**config.mk**
```make
export PLATFORM = sky130hd
export DESIGN_NAME = hsv_to_rgb_pixel_converter_flat
export DESIGN_NICKNAME = d
export VERILOG_FILES = /design/src/rtl/hsv_pkg.sv /design/src/rtl/hsv_stream_if.sv /design/src/rtl/hsv_sector.sv /design/src/rtl/hsv_mix.sv /design/src/rtl/hsv_div.sv /design/src/rtl/hsv_route.sv /design/src/rtl/hsv_to_rgb_pixel_converter.sv /design/src/flat_wrapper.sv
export VERILOG_INCLUDE_DIRS = /design/src /design/src/rtl
export SDC_FILE = /design/constraint.sdc
export NUM_CORES = 2
export LEC_CHECK = 0
export BUFFER_PORTS_ARGS = -buffer_cell sky130_fd_sc_hd__buf_2
export CAP_MARGIN = 20
export CORE_MARGIN = 1
export CORE_UTILIZATION = 67
export CTS_BUF_LIST = sky130_fd_sc_hd__clkbuf_4
export CTS_CLUSTER_SIZE = 8
export DETAILED_ROUTE_END_ITERATION = 12
export PLACE_DENSITY_LB_ADDON = 0.15
export SYNTH_ARGS = -nofsm -noshare
export SYNTH_HDL_FRONTEND = slang
export SYNTH_SLANG_ARGS = --single-unit
```
**constraint.sdc**
```tcl
create_clock -name i_clk -period 7.6 [get_ports i_clk]
set_input_delay 1.9 -clock i_clk [delete_from_list [all_inputs] [get_ports i_clk]]
set_output_delay 1.9 -clock i_clk [all_outputs]
set_load 0.05 [all_outputs]
```
**src/rtl/hsv_to_rgb_pixel_converter_defines.svh**
```systemverilog
// Assertion macros for the HSV to RGB pixel converter.
// Included by the top level; no dependencies.
`ifndef HSV_TO_RGB_PIXEL_CONVERTER_DEFINES_SVH
`define HSV_TO_RGB_PIXEL_CONVERTER_DEFINES_SVH

// Same-cycle implication, disabled while reset is held.
`define HSV_ASSERT_IMP(label, clk, rst_n, ante, cons, msg) \
    label: assert property (@(posedge clk) disable iff (!rst_n) (ante) |-> (cons)) \
        else $error(msg);

// Next-cycle implication, disabled while reset is held.
`define HSV_ASSERT_NXT(label, clk, rst_n, ante, cons, msg) \
    label: assert property (@(posedge clk) disable iff (!rst_n) (ante) |=> (cons)) \
        else $error(msg);

`endif

```
**src/rtl/hsv_pkg.sv**
```systemverilog
// Shared types and constants for the HSV to RGB pixel converter.
// No dependencies; compiled first.
package hsv_pkg;

    // Hue handling
    localparam logic [8:0]  HUE_MAX     = 9'd359;
    localparam logic [5:0]  SECTOR_SPAN = 6'd60;
    localparam int          NUM_SECTORS = 6;

    // Scale constants: full scale and sector span times full scale
    localparam logic [7:0]  FULL_SCALE  = 8'd255;
    localparam logic [13:0] SPAN_SCALE  = 14'd15300;

    // Reciprocals for the constant divisions: floor(2^SHIFT / divisor)
    localparam int          SHIFT_P     = 24;
    localparam logic [16:0] RECIP_P     = 17'd65793;
    localparam int          SHIFT_Q     = 32;
    localparam logic [18:0] RECIP_Q     = 19'd280716;

    // Intermediate widths
    localparam int          NUM_W       = 14;
    localparam int          XP_W        = 16;
    localparam int          XQ_W        = 22;

    // Register stages from input to output
    localparam logic [2:0]  PIPE_DEPTH  = 3'd6;

    // Hue sectors
    localparam logic [2:0]  SEC_RED_YEL = 3'd0;
    localparam logic [2:0]  SEC_YEL_GRN = 3'd1;
    localparam logic [2:0]  SEC_GRN_CYN = 3'd2;
    localparam logic [2:0]  SEC_CYN_BLU = 3'd3;
    localparam logic [2:0]  SEC_BLU_MAG = 3'd4;
    localparam logic [2:0]  SEC_MAG_RED = 3'd5;

    typedef struct packed {
        logic [8:0] hue;
        logic [7:0] saturation;
        logic [7:0] brightness;
    } t_pix_in;

    typedef struct packed {
        logic [7:0] red;
        logic [7:0] green;
        logic [7:0] blue;
    } t_pix_out;

    // After sector split
    typedef struct packed {
        logic [2:0] sector;
        logic [5:0] rem;
        logic [7:0] sat;
        logic [7:0] bri;
    } t_sec;

    // Numerators of p, q and t
    typedef struct packed {
        logic [2:0]       sector;
        logic [7:0]       bri;
        logic [7:0]       np;
        logic [NUM_W-1:0] nq;
        logic [NUM_W-1:0] nt;
    } t_num;

    // Full products before division
    typedef struct packed {
        logic [2:0]      sector;
        logic [7:0]      bri;
        logic [XP_W-1:0] xp;
        logic [XQ_W-1:0] xq;
        logic [XQ_W-1:0] xt;
    } t_prod;

    // Quotient estimates, possibly one low
    typedef struct packed {
        logic [2:0]      sector;
        logic [7:0]      bri;
        logic [XP_W-1:0] xp;
        logic [XQ_W-1:0] xq;
        logic [XQ_W-1:0] xt;
        logic [7:0]      p0;
        logic [7:0]      q0;
        logic [7:0]      t0;
    } t_est;

    // Exact channel candidates
    typedef struct packed {
        logic [2:0] sector;
        logic [7:0] bri;
        logic [7:0] p;
        logic [7:0] q;
        logic [7:0] t;
    } t_pqt;

endpackage

```
**src/rtl/hsv_stream_if.sv**
```systemverilog
// Valid/ready stream interface used on both pixel channels.
// The payload type is set per instance; no package dependency.
interface hsv_stream_if #(parameter type T = logic);
    logic valid;
    logic ready;
    T     data;

    modport source (output valid, output data, input ready);
    modport sink   (input valid, input data, output ready);
endinterface

```
**src/rtl/hsv_sector.sv**
```systemverilog
// Stage 1: hue clamp and split into sector and remainder.
// Depends on hsv_pkg.
module hsv_sector import hsv_pkg::*; (
    input  logic    i_clk,
    input  logic    i_rst_n,
    input  logic    i_valid,
    output logic    o_ready,
    input  t_pix_in i_data,
    output logic    o_valid,
    input  logic    i_ready,
    output t_sec    o_data
);

    logic [8:0] hue_c;
    logic [2:0] sec;
    t_sec       n_data;
    logic       r_valid;
    t_sec       r_data;

    // Clamp, then find the sector by threshold compares
    always_comb begin
        hue_c = (i_data.hue > HUE_MAX) ? HUE_MAX : i_data.hue;
        sec   = 3'd0;
        for (int k = 1; k < NUM_SECTORS; k++) begin
            if (hue_c >= 9'(k * SECTOR_SPAN)) begin
                sec = 3'(k);
            end
        end
        n_data.sector = sec;
        n_data.rem    = 6'(hue_c - 9'(sec) * 9'(SECTOR_SPAN));
        n_data.sat    = i_data.saturation;
        n_data.bri    = i_data.brightness;
    end

    assign o_ready = !r_valid || i_ready;

    always_ff @(posedge i_clk) begin
        if (!i_rst_n) begin
            r_valid <= 1'b0;
        end else if (o_ready) begin
            r_valid <= i_valid;
        end
    end

    always_ff @(posedge i_clk) begin
        if (o_ready && i_valid) begin
            r_data <= n_data;
        end
    end

    assign o_valid = r_valid;
    assign o_data  = r_data;

endmodule

```
**src/rtl/hsv_mix.sv**
```systemverilog
// Stages 2 and 3: numerators of p, q, t, then their products with value.
// Depends on hsv_pkg.
module hsv_mix import hsv_pkg::*; (
    input  logic  i_clk,
    input  logic  i_rst_n,
    input  logic  i_valid,
    output logic  o_ready,
    input  t_sec  i_data,
    output logic  o_valid,
    input  logic  i_ready,
    output t_prod o_data
);

    t_num       n_num;
    t_prod      n_prod;
    logic       r_num_valid;
    t_num       r_num;
    logic       r_prod_valid;
    t_prod      r_prod;
    logic       num_ready;
    logic [5:0] rem_c;

    // Stage 2: s*rem and s*(60-rem) taken from the span scale
    always_comb begin
        rem_c         = SECTOR_SPAN - i_data.rem;
        n_num.sector  = i_data.sector;
        n_num.bri     = i_data.bri;
        n_num.np      = FULL_SCALE - i_data.sat;
        n_num.nq      = SPAN_SCALE - NUM_W'(i_data.sat) * NUM_W'(i_data.rem);
        n_num.nt      = SPAN_SCALE - NUM_W'(i_data.sat) * NUM_W'(rem_c);
    end

    // Stage 3: products with value
    always_comb begin
        n_prod.sector = r_num.sector;
        n_prod.bri    = r_num.bri;
        n_prod.xp     = XP_W'(r_num.bri) * XP_W'(r_num.np);
        n_prod.xq     = XQ_W'(r_num.bri) * XQ_W'(r_num.nq);
        n_prod.xt     = XQ_W'(r_num.bri) * XQ_W'(r_num.nt);
    end

    assign num_ready = !r_prod_valid || i_ready;
    assign o_ready   = !r_num_valid || num_ready;

    always_ff @(posedge i_clk) begin
        if (!i_rst_n) begin
            r_num_valid  <= 1'b0;
            r_prod_valid <= 1'b0;
        end else begin
            if (o_ready) begin
                r_num_valid <= i_valid;
            end
            if (num_ready) begin
                r_prod_valid <= r_num_valid;
            end
        end
    end

    always_ff @(posedge i_clk) begin
        if (o_ready && i_valid) begin
            r_num <= n_num;
        end
        if (num_ready && r_num_valid) begin
            r_prod <= n_prod;
        end
    end

    assign o_valid = r_prod_valid;
    assign o_data  = r_prod;

endmodule

```
**src/rtl/hsv_div.sv**
```systemverilog
// Stages 4 and 5: division by 255 and 15300 via reciprocal multiply,
// then one compare-and-increment correction. Depends on hsv_pkg.
module hsv_div import hsv_pkg::*; (
    input  logic  i_clk,
    input  logic  i_rst_n,
    input  logic  i_valid,
    output logic  o_ready,
    input  t_prod i_data,
    output logic  o_valid,
    input  logic  i_ready,
    output t_pqt  o_data
);

    localparam int EP_W = XP_W + 17;
    localparam int EQ_W = XQ_W + 19;

    logic [EP_W-1:0] ep;
    logic [EQ_W-1:0] eq;
    logic [EQ_W-1:0] et;
    logic [XP_W-1:0] rp;
    logic [XQ_W-1:0] rq;
    logic [XQ_W-1:0] rt;
    t_est            n_est;
    t_pqt            n_pqt;
    logic            r_est_valid;
    t_est            r_est;
    logic            r_pqt_valid;
    t_pqt            r_pqt;
    logic            est_ready;

    // Stage 4: estimates, never above the true quotient and at most one below
    always_comb begin
        ep           = EP_W'(i_data.xp) * EP_W'(RECIP_P);
        eq           = EQ_W'(i_data.xq) * EQ_W'(RECIP_Q);
        et           = EQ_W'(i_data.xt) * EQ_W'(RECIP_Q);
        n_est.sector = i_data.sector;
        n_est.bri    = i_data.bri;
        n_est.xp     = i_data.xp;
        n_est.xq     = i_data.xq;
        n_est.xt     = i_data.xt;
        n_est.p0     = ep[SHIFT_P +: 8];
        n_est.q0     = eq[SHIFT_Q +: 8];
        n_est.t0     = et[SHIFT_Q +: 8];
    end

    // Stage 5: remainder check, bump the estimate when a divisor is left over
    always_comb begin
        rp           = r_est.xp - XP_W'(r_est.p0) * XP_W'(FULL_SCALE);
        rq           = r_est.xq - XQ_W'(r_est.q0) * XQ_W'(SPAN_SCALE);
        rt           = r_est.xt - XQ_W'(r_est.t0) * XQ_W'(SPAN_SCALE);
        n_pqt.sector = r_est.sector;
        n_pqt.bri    = r_est.bri;
        n_pqt.p      = (rp >= XP_W'(FULL_SCALE)) ? r_est.p0 + 8'd1 : r_est.p0;
        n_pqt.q      = (rq >= XQ_W'(SPAN_SCALE)) ? r_est.q0 + 8'd1 : r_est.q0;
        n_pqt.t      = (rt >= XQ_W'(SPAN_SCALE)) ? r_est.t0 + 8'd1 : r_est.t0;
    end

    assign est_ready = !r_pqt_valid || i_ready;
    assign o_ready   = !r_est_valid || est_ready;

    always_ff @(posedge i_clk) begin
        if (!i_rst_n) begin
            r_est_valid <= 1'b0;
            r_pqt_valid <= 1'b0;
        end else begin
            if (o_ready) begin
                r_est_valid <= i_valid;
            end
            if (est_ready) begin
                r_pqt_valid <= r_est_valid;
            end
        end
    end

    always_ff @(posedge i_clk) begin
        if (o_ready && i_valid) begin
            r_est <= n_est;
        end
        if (est_ready && r_est_valid) begin
            r_pqt <= n_pqt;
        end
    end

    assign o_valid = r_pqt_valid;
    assign o_data  = r_pqt;

endmodule

```
**src/rtl/hsv_route.sv**
```systemverilog
// Stage 6: sector mux onto red, green and blue; output register.
// Depends on hsv_pkg.
module hsv_route import hsv_pkg::*; (
    input  logic     i_clk,
    input  logic     i_rst_n,
    input  logic     i_valid,
    output logic     o_ready,
    input  t_pqt     i_data,
    output logic     o_valid,
    input  logic     i_ready,
    output t_pix_out o_data
);

    t_pix_out n_data;
    logic     r_valid;
    t_pix_out r_data;

    // Six-way channel assignment
    always_comb begin
        unique case (i_data.sector)
            SEC_RED_YEL: begin
                n_data = '{red: i_data.bri, green: i_data.t, blue: i_data.p};
            end
            SEC_YEL_GRN: begin
                n_data = '{red: i_data.q, green: i_data.bri, blue: i_data.p};
            end
            SEC_GRN_CYN: begin
                n_data = '{red: i_data.p, green: i_data.bri, blue: i_data.t};
            end
            SEC_CYN_BLU: begin
                n_data = '{red: i_data.p, green: i_data.q, blue: i_data.bri};
            end
            SEC_BLU_MAG: begin
                n_data = '{red: i_data.t, green: i_data.p, blue: i_data.bri};
            end
            default: begin
                n_data = '{red: i_data.bri, green: i_data.p, blue: i_data.q};
            end
        endcase
    end

    assign o_ready = !r_valid || i_ready;

    always_ff @(posedge i_clk) begin
        if (!i_rst_n) begin
            r_valid <= 1'b0;
        end else if (o_ready) begin
            r_valid <= i_valid;
        end
    end

    always_ff @(posedge i_clk) begin
        if (o_ready && i_valid) begin
            r_data <= n_data;
        end
    end

    assign o_valid = r_valid;
    assign o_data  = r_data;

endmodule

```
**src/rtl/hsv_to_rgb_pixel_converter.sv**
```systemverilog
// HSV to RGB pixel converter: takes one pixel item per clock and returns one
// RGB item per clock while the output is not stalled, through six register
// stages (sector split, numerators, products, reciprocal estimate,
// correction, channel mux). Every stage has its own valid bit and is
// refilled as soon as its successor can take its item, so bubbles close up
// and a stall on the output holds items without loss. Divisions by 255 and
// 15300 are exact: a reciprocal multiply followed by one correction step.
// Hue above 359 is treated as 359. No configuration and no state.
// Depends on hsv_pkg, hsv_stream_if and the stage modules.
`include "hsv_to_rgb_pixel_converter_defines.svh"

module hsv_to_rgb_pixel_converter import hsv_pkg::*; (
    input  logic          i_clk,
    input  logic          i_rst_n,
    hsv_stream_if.sink    i_pix,
    hsv_stream_if.source  o_pix
);

    logic     sec_valid;
    logic     sec_ready;
    t_sec     sec_data;
    logic     mix_valid;
    logic     mix_ready;
    t_prod    mix_data;
    logic     div_valid;
    logic     div_ready;
    t_pqt     div_data;
    logic     rt_ready;
    t_pix_out rt_data;
    logic     rt_valid;

    // Pipeline
    hsv_sector u_sector (
        .i_clk   (i_clk),
        .i_rst_n (i_rst_n),
        .i_valid (i_pix.valid),
        .o_ready (sec_ready),
        .i_data  (i_pix.data),
        .o_valid (sec_valid),
        .i_ready (mix_ready),
        .o_data  (sec_data)
    );

    hsv_mix u_mix (
        .i_clk   (i_clk),
        .i_rst_n (i_rst_n),
        .i_valid (sec_valid),
        .o_ready (mix_ready),
        .i_data  (sec_data),
        .o_valid (mix_valid),
        .i_ready (div_ready),
        .o_data  (mix_data)
    );

    hsv_div u_div (
        .i_clk   (i_clk),
        .i_rst_n (i_rst_n),
        .i_valid (mix_valid),
        .o_ready (div_ready),
        .i_data  (mix_data),
        .o_valid (div_valid),
        .i_ready (rt_ready),
        .o_data  (div_data)
    );

    hsv_route u_route (
        .i_clk   (i_clk),
        .i_rst_n (i_rst_n),
        .i_valid (div_valid),
        .o_ready (rt_ready),
        .i_data  (div_data),
        .o_valid (rt_valid),
        .i_ready (o_pix.ready),
        .o_data  (rt_data)
    );

    assign i_pix.ready = sec_ready;
    assign o_pix.valid = rt_valid;
    assign o_pix.data  = rt_data;

    // Items in flight, for the checks below
    logic       in_acc;
    logic       out_acc;
    logic [2:0] r_occ;
    logic [2:0] n_occ;

    assign in_acc  = i_pix.valid && i_pix.ready;
    assign out_acc = o_pix.valid && o_pix.ready;
    assign n_occ   = r_occ + 3'(in_acc) - 3'(out_acc);

    always_ff @(posedge i_clk) begin
        if (!i_rst_n) begin
            r_occ <= 3'd0;
        end else begin
            r_occ <= n_occ;
        end
    end

    `HSV_ASSERT_IMP(a_occ_bound, i_clk, i_rst_n, 1'b1, r_occ <= PIPE_DEPTH, "pipe over-full")
    `HSV_ASSERT_IMP(a_out_backed, i_clk, i_rst_n, o_pix.valid, r_occ != 3'd0, "item invented")
    `HSV_ASSERT_IMP(a_no_block, i_clk, i_rst_n, !o_pix.valid, i_pix.ready, "input blocked")
    `HSV_ASSERT_NXT(a_drain, i_clk, i_rst_n, out_acc && !in_acc && r_occ == 3'd1, !o_pix.valid, "item repeated")

endmodule

```
**src/flat_wrapper.sv**
```systemverilog
// flat-port wrapper written by rule: the top's interface ports become plain ports
module hsv_to_rgb_pixel_converter_flat import hsv_pkg::*;
  (i_clk, i_rst_n, i_pix_valid, i_pix_data, i_pix_ready, o_pix_valid, o_pix_data, o_pix_ready);
  hsv_stream_if #(.T(t_pix_in)) i_pix_i ();
  hsv_stream_if #(.T(t_pix_out)) o_pix_i ();
  input  logic i_clk;
  input  logic i_rst_n;
  input wire logic [$bits(i_pix_i.valid)-1:0] i_pix_valid;
  input wire logic [$bits(i_pix_i.data)-1:0] i_pix_data;
  output wire logic [$bits(i_pix_i.ready)-1:0] i_pix_ready;
  output wire logic [$bits(o_pix_i.valid)-1:0] o_pix_valid;
  output wire logic [$bits(o_pix_i.data)-1:0] o_pix_data;
  input wire logic [$bits(o_pix_i.ready)-1:0] o_pix_ready;
  assign i_pix_i.valid = i_pix_valid;
  assign i_pix_i.data = i_pix_data;
  assign i_pix_ready = i_pix_i.ready;
  assign o_pix_valid = o_pix_i.valid;
  assign o_pix_data = o_pix_i.data;
  assign o_pix_i.ready = o_pix_ready;
  hsv_to_rgb_pixel_converter u_core (.i_clk(i_clk), .i_rst_n(i_rst_n), .i_pix(i_pix_i), .o_pix(o_pix_i));
endmodule
```
==> results.md <==
- Status: complete, no violations
- Yosys top cell by area: fa_1
- First-pass GRT wire length: 128000 microns
- Register area: 8860 sq um
- Clk slew on worst S/H paths: 60 ps
- Detailed Route Iter0 Violations: 1470
- Synth Flop Type: edfxtp_1
- Area Overhead vs Synth: 5.79%
- Largest cells by area after synthesis: fa_1 23%, edfxtp_1 23%, ha_1 22%
- Number of synthesized register bits: 297
- CTS tree: yes
- Hold-fix buffers, CTS: 0
- Max clock buf depth: 3
- Via count: 26156
- Post-Route WL: 75200 microns
- Layout filler cell count: 4208
- Post-layout minimum cycle time: 6990 ps
- Largest net degree at the start of global routing: 71
- Final count of hold timing violations: 0
- DRC: 0
- Actual slew at the worst max-slew pin: 1080 ps
- Critical Path Source: u_core.u_div.r_est[4]
- GPL Wtd Cong: 0.879
- Share of the synthesized area in the top cell type: 23.1%
- Die area: 58600 sq um
- Hold path start: u_core.u_div.n_pqt[27]
- Final setup skew: 60.1 ps
- Footprint of the multi-input gates: 26500 sq um
- Worst path required time: 8170 ps
- Chip width: 242 microns
- Mapped cell area: 38600 sq um
- Yosys warning total: 0
- WS Path Type: flip-flop to flip-flop
- Setup WS pre-CTS: 611 ps
- Gr ovfl total: 0
- Cells after Synth: 3761
- RSZ-0062 raised after global routing: false
- CTS root buffer: clkbuf_4
- H-tree depth: 3
- Die H: 242 microns
- Port Buf Inserts: 54
- Io pins: 55
- # rows: 87
- CP Capture Type: flip-flop
- Maximum clock frequency: 143 MHz
- ANT nets after route: 0
- CP Max Fanout: 11
- Final period util: 91.9%
- Avg Inst Size Synth: 10.3 sq um
- Worst slew margin: 28.2%
- Final Worst Setup Slack: 613 ps
- Starting Density: 68.1%
- Post-CTS setup buffers: 0
- Vias in the first global route: 26751
- Max_cap viols: 0
- Worst R2R Start: u_core.u_div.r_est[4]
- Initial antenna violation count: 4
- Post-synth EDFFs: 291
- Setup tns final: 0 ps
- Setup Viol. Count Final: 0
- CP arrival: 7550 ps
- Core ar.: 56700 sq um
- Worst setup SP type: flip-flop
- Seq/Total Area, Yosys: 22.9%
- Post-DP HPWL: 61000 microns
- Clock sinks: 297
- Hold Path Class: flip-flop to flip-flop
- Synth unique cells: 86
- WL/cell: 16.1 microns
- Total GRT Usage: 26.7%
- Synth async-reset ratio: 0%
- Slew Limit Fails: 0
- Syn nets: 4928
- Final-stage net count: 5016
- Number of buffers created by CTS: 80
- DRT Pass-1 Iters: 5
- Via/cell ratio: 5.60
- Layout cells sized above 1: 6.13%
- Clock latency on the worst-skew pair: 850 ps
## layout by cell type, fill, tap and decap left out, drive strengths merged, types with 30 or more instances in the layout
cell type	Yosys	final
inv	806	809
clkbuf	60	111
ha	692	692
nand3	35	35
nand2	246	246
nor2b	31	31
fa	446	446
xor2	42	42
and2	199	199
clkinv	1	30
a21oi	120	120
o21ai	96	96
buf	6	72
nor3	40	40
edfxtp	291	291
xnor2	125	125
nor2	124	124
a21o	41	41
## sequential cells by signal (all words and copies together) (netlist names)
register,cells
u_core.u_div.r_est,80
u_core.u_sector.o_valid,1
u_core.u_div.o_valid,1
u_core.u_mix.r_num,35
u_core.u_route.o_valid,1
u_core.u_mix.o_valid,1
u_core.u_mix.n_prod,11
u_core.u_div.o_data,35
u_core.u_mix.o_data,70
u_core.u_div.r_est_valid,1
u_core.u_div.n_pqt,11
u_core.u_mix.r_num_valid,1
u_core.u_route.o_data,24
u_core.u_sector.o_data,25
## final cells by class
| cell class | instances | share of cell area [%] |
|---|---|---|
| diodes | 4 | 0.0245 |
| clock buffers | 111 | 2.04 |
| clock inverters | 34 | 0.558 |
| inverters | 807 | 7.42 |
| multi-input cells | 2591 | 64.9 |
| flip-flops and latches | 297 | 21.7 |
| well taps | 756 | 2.32 |
| repair buffers | 72 | 1.04 |
## path summary, 6_finish.rpt
check                                          endpoint  slack, ps  cells after the start
worst min register to register  u_core.u_div.o_data[27]        390                      0
worst max register to register   u_core.u_div.o_data[7]        610                     26
worst min-delay path            u_core.u_div.o_data[27]        390                      0
worst max-delay path             u_core.u_div.o_data[7]        610                     26
## through the flow
| step | cell area [sq um] | std cells | util, % | hold slack [ps] |
|---|---|---|---|---|
| CTS | 40800 | 4667 | 71.9 | 404 |
| floorplan | 38600 | 3761 | - | 400 |
| global route | 40800 | 4672 | 72.0 | 401 |
| finish | 40800 | 4672 | 72.0 | 394 |
| global placement | 39700 | 4522 | 70.1 | 400 |
| detailed placement | 39700 | 4522 | 70.1 | 405 |
## repair_timing
item,in CTS,in global routing
setup endpoints to repair,0,1
endpoints found under the hold margin,0,0
resized for setup,0,1
## cell families (layout without fill, tap and decap cells)
logic type      count (synthesis)  after routing  share of synthesized area [%]
compound gates                480            480                           8.33
xor+xnor                      167            167                           3.81
fa+ha+maj                    1138           1138                           45.6
buf+inv                       873           1024                           8.52
flops                         297            297                           22.9
mux                            25             25                          0.677
other cells                     0              4                              0
simple gates                  781            781                           10.2
## layer usage
metal | vias up | track usage (%) | wire length, microns
met3 | 138 | 3.77 | 3480
li1 | 12648 | - | -
met5 | - | 0 | 27
met2 | 571 | 43.7 | 35800
met4 | 4 | 8.43 | 1900
met1 | 12795 | 36.9 | 34000
## synth_stat cells (all sizes together) (42+ instances only)
| library cell | n |
|---|---|
| xnor2 | 125 |
| xor2 | 42 |
| a21oi | 120 |
| ha | 692 |
| clkbuf | 60 |
| inv | 806 |
| and2 | 199 |
| o21ai | 96 |
| fa | 446 |
| nand2 | 246 |
| nor2 | 124 |
| edfxtp | 291 |
## worst max-delay path, stage by stage, from the launching register on
cell and delay, ps:
edfxtp_1 550, fa_1 460, inv_1 130, fa_1 450
fa_1 480, fa_1 550, inv_1 40, ha_1 340
a21boi_0 140, o21ai_0 250, a21boi_0 120, o21ai_0 170
nand2b_1 110, a21o_1 180, nand2_1 70, nand2b_1 70
xnor2_1 130, ha_1 410, a221oi_1 300, o21ai_0 120
or3_1 390, a2111oi_2 330, nand3_1 170, nor4_4 330
nand2_2 210, nand4_1 160, xnor2_1 70
Power is not shown: default switching activity piles up to over one toggle a cycle in this logic, so the estimate is an artifact.
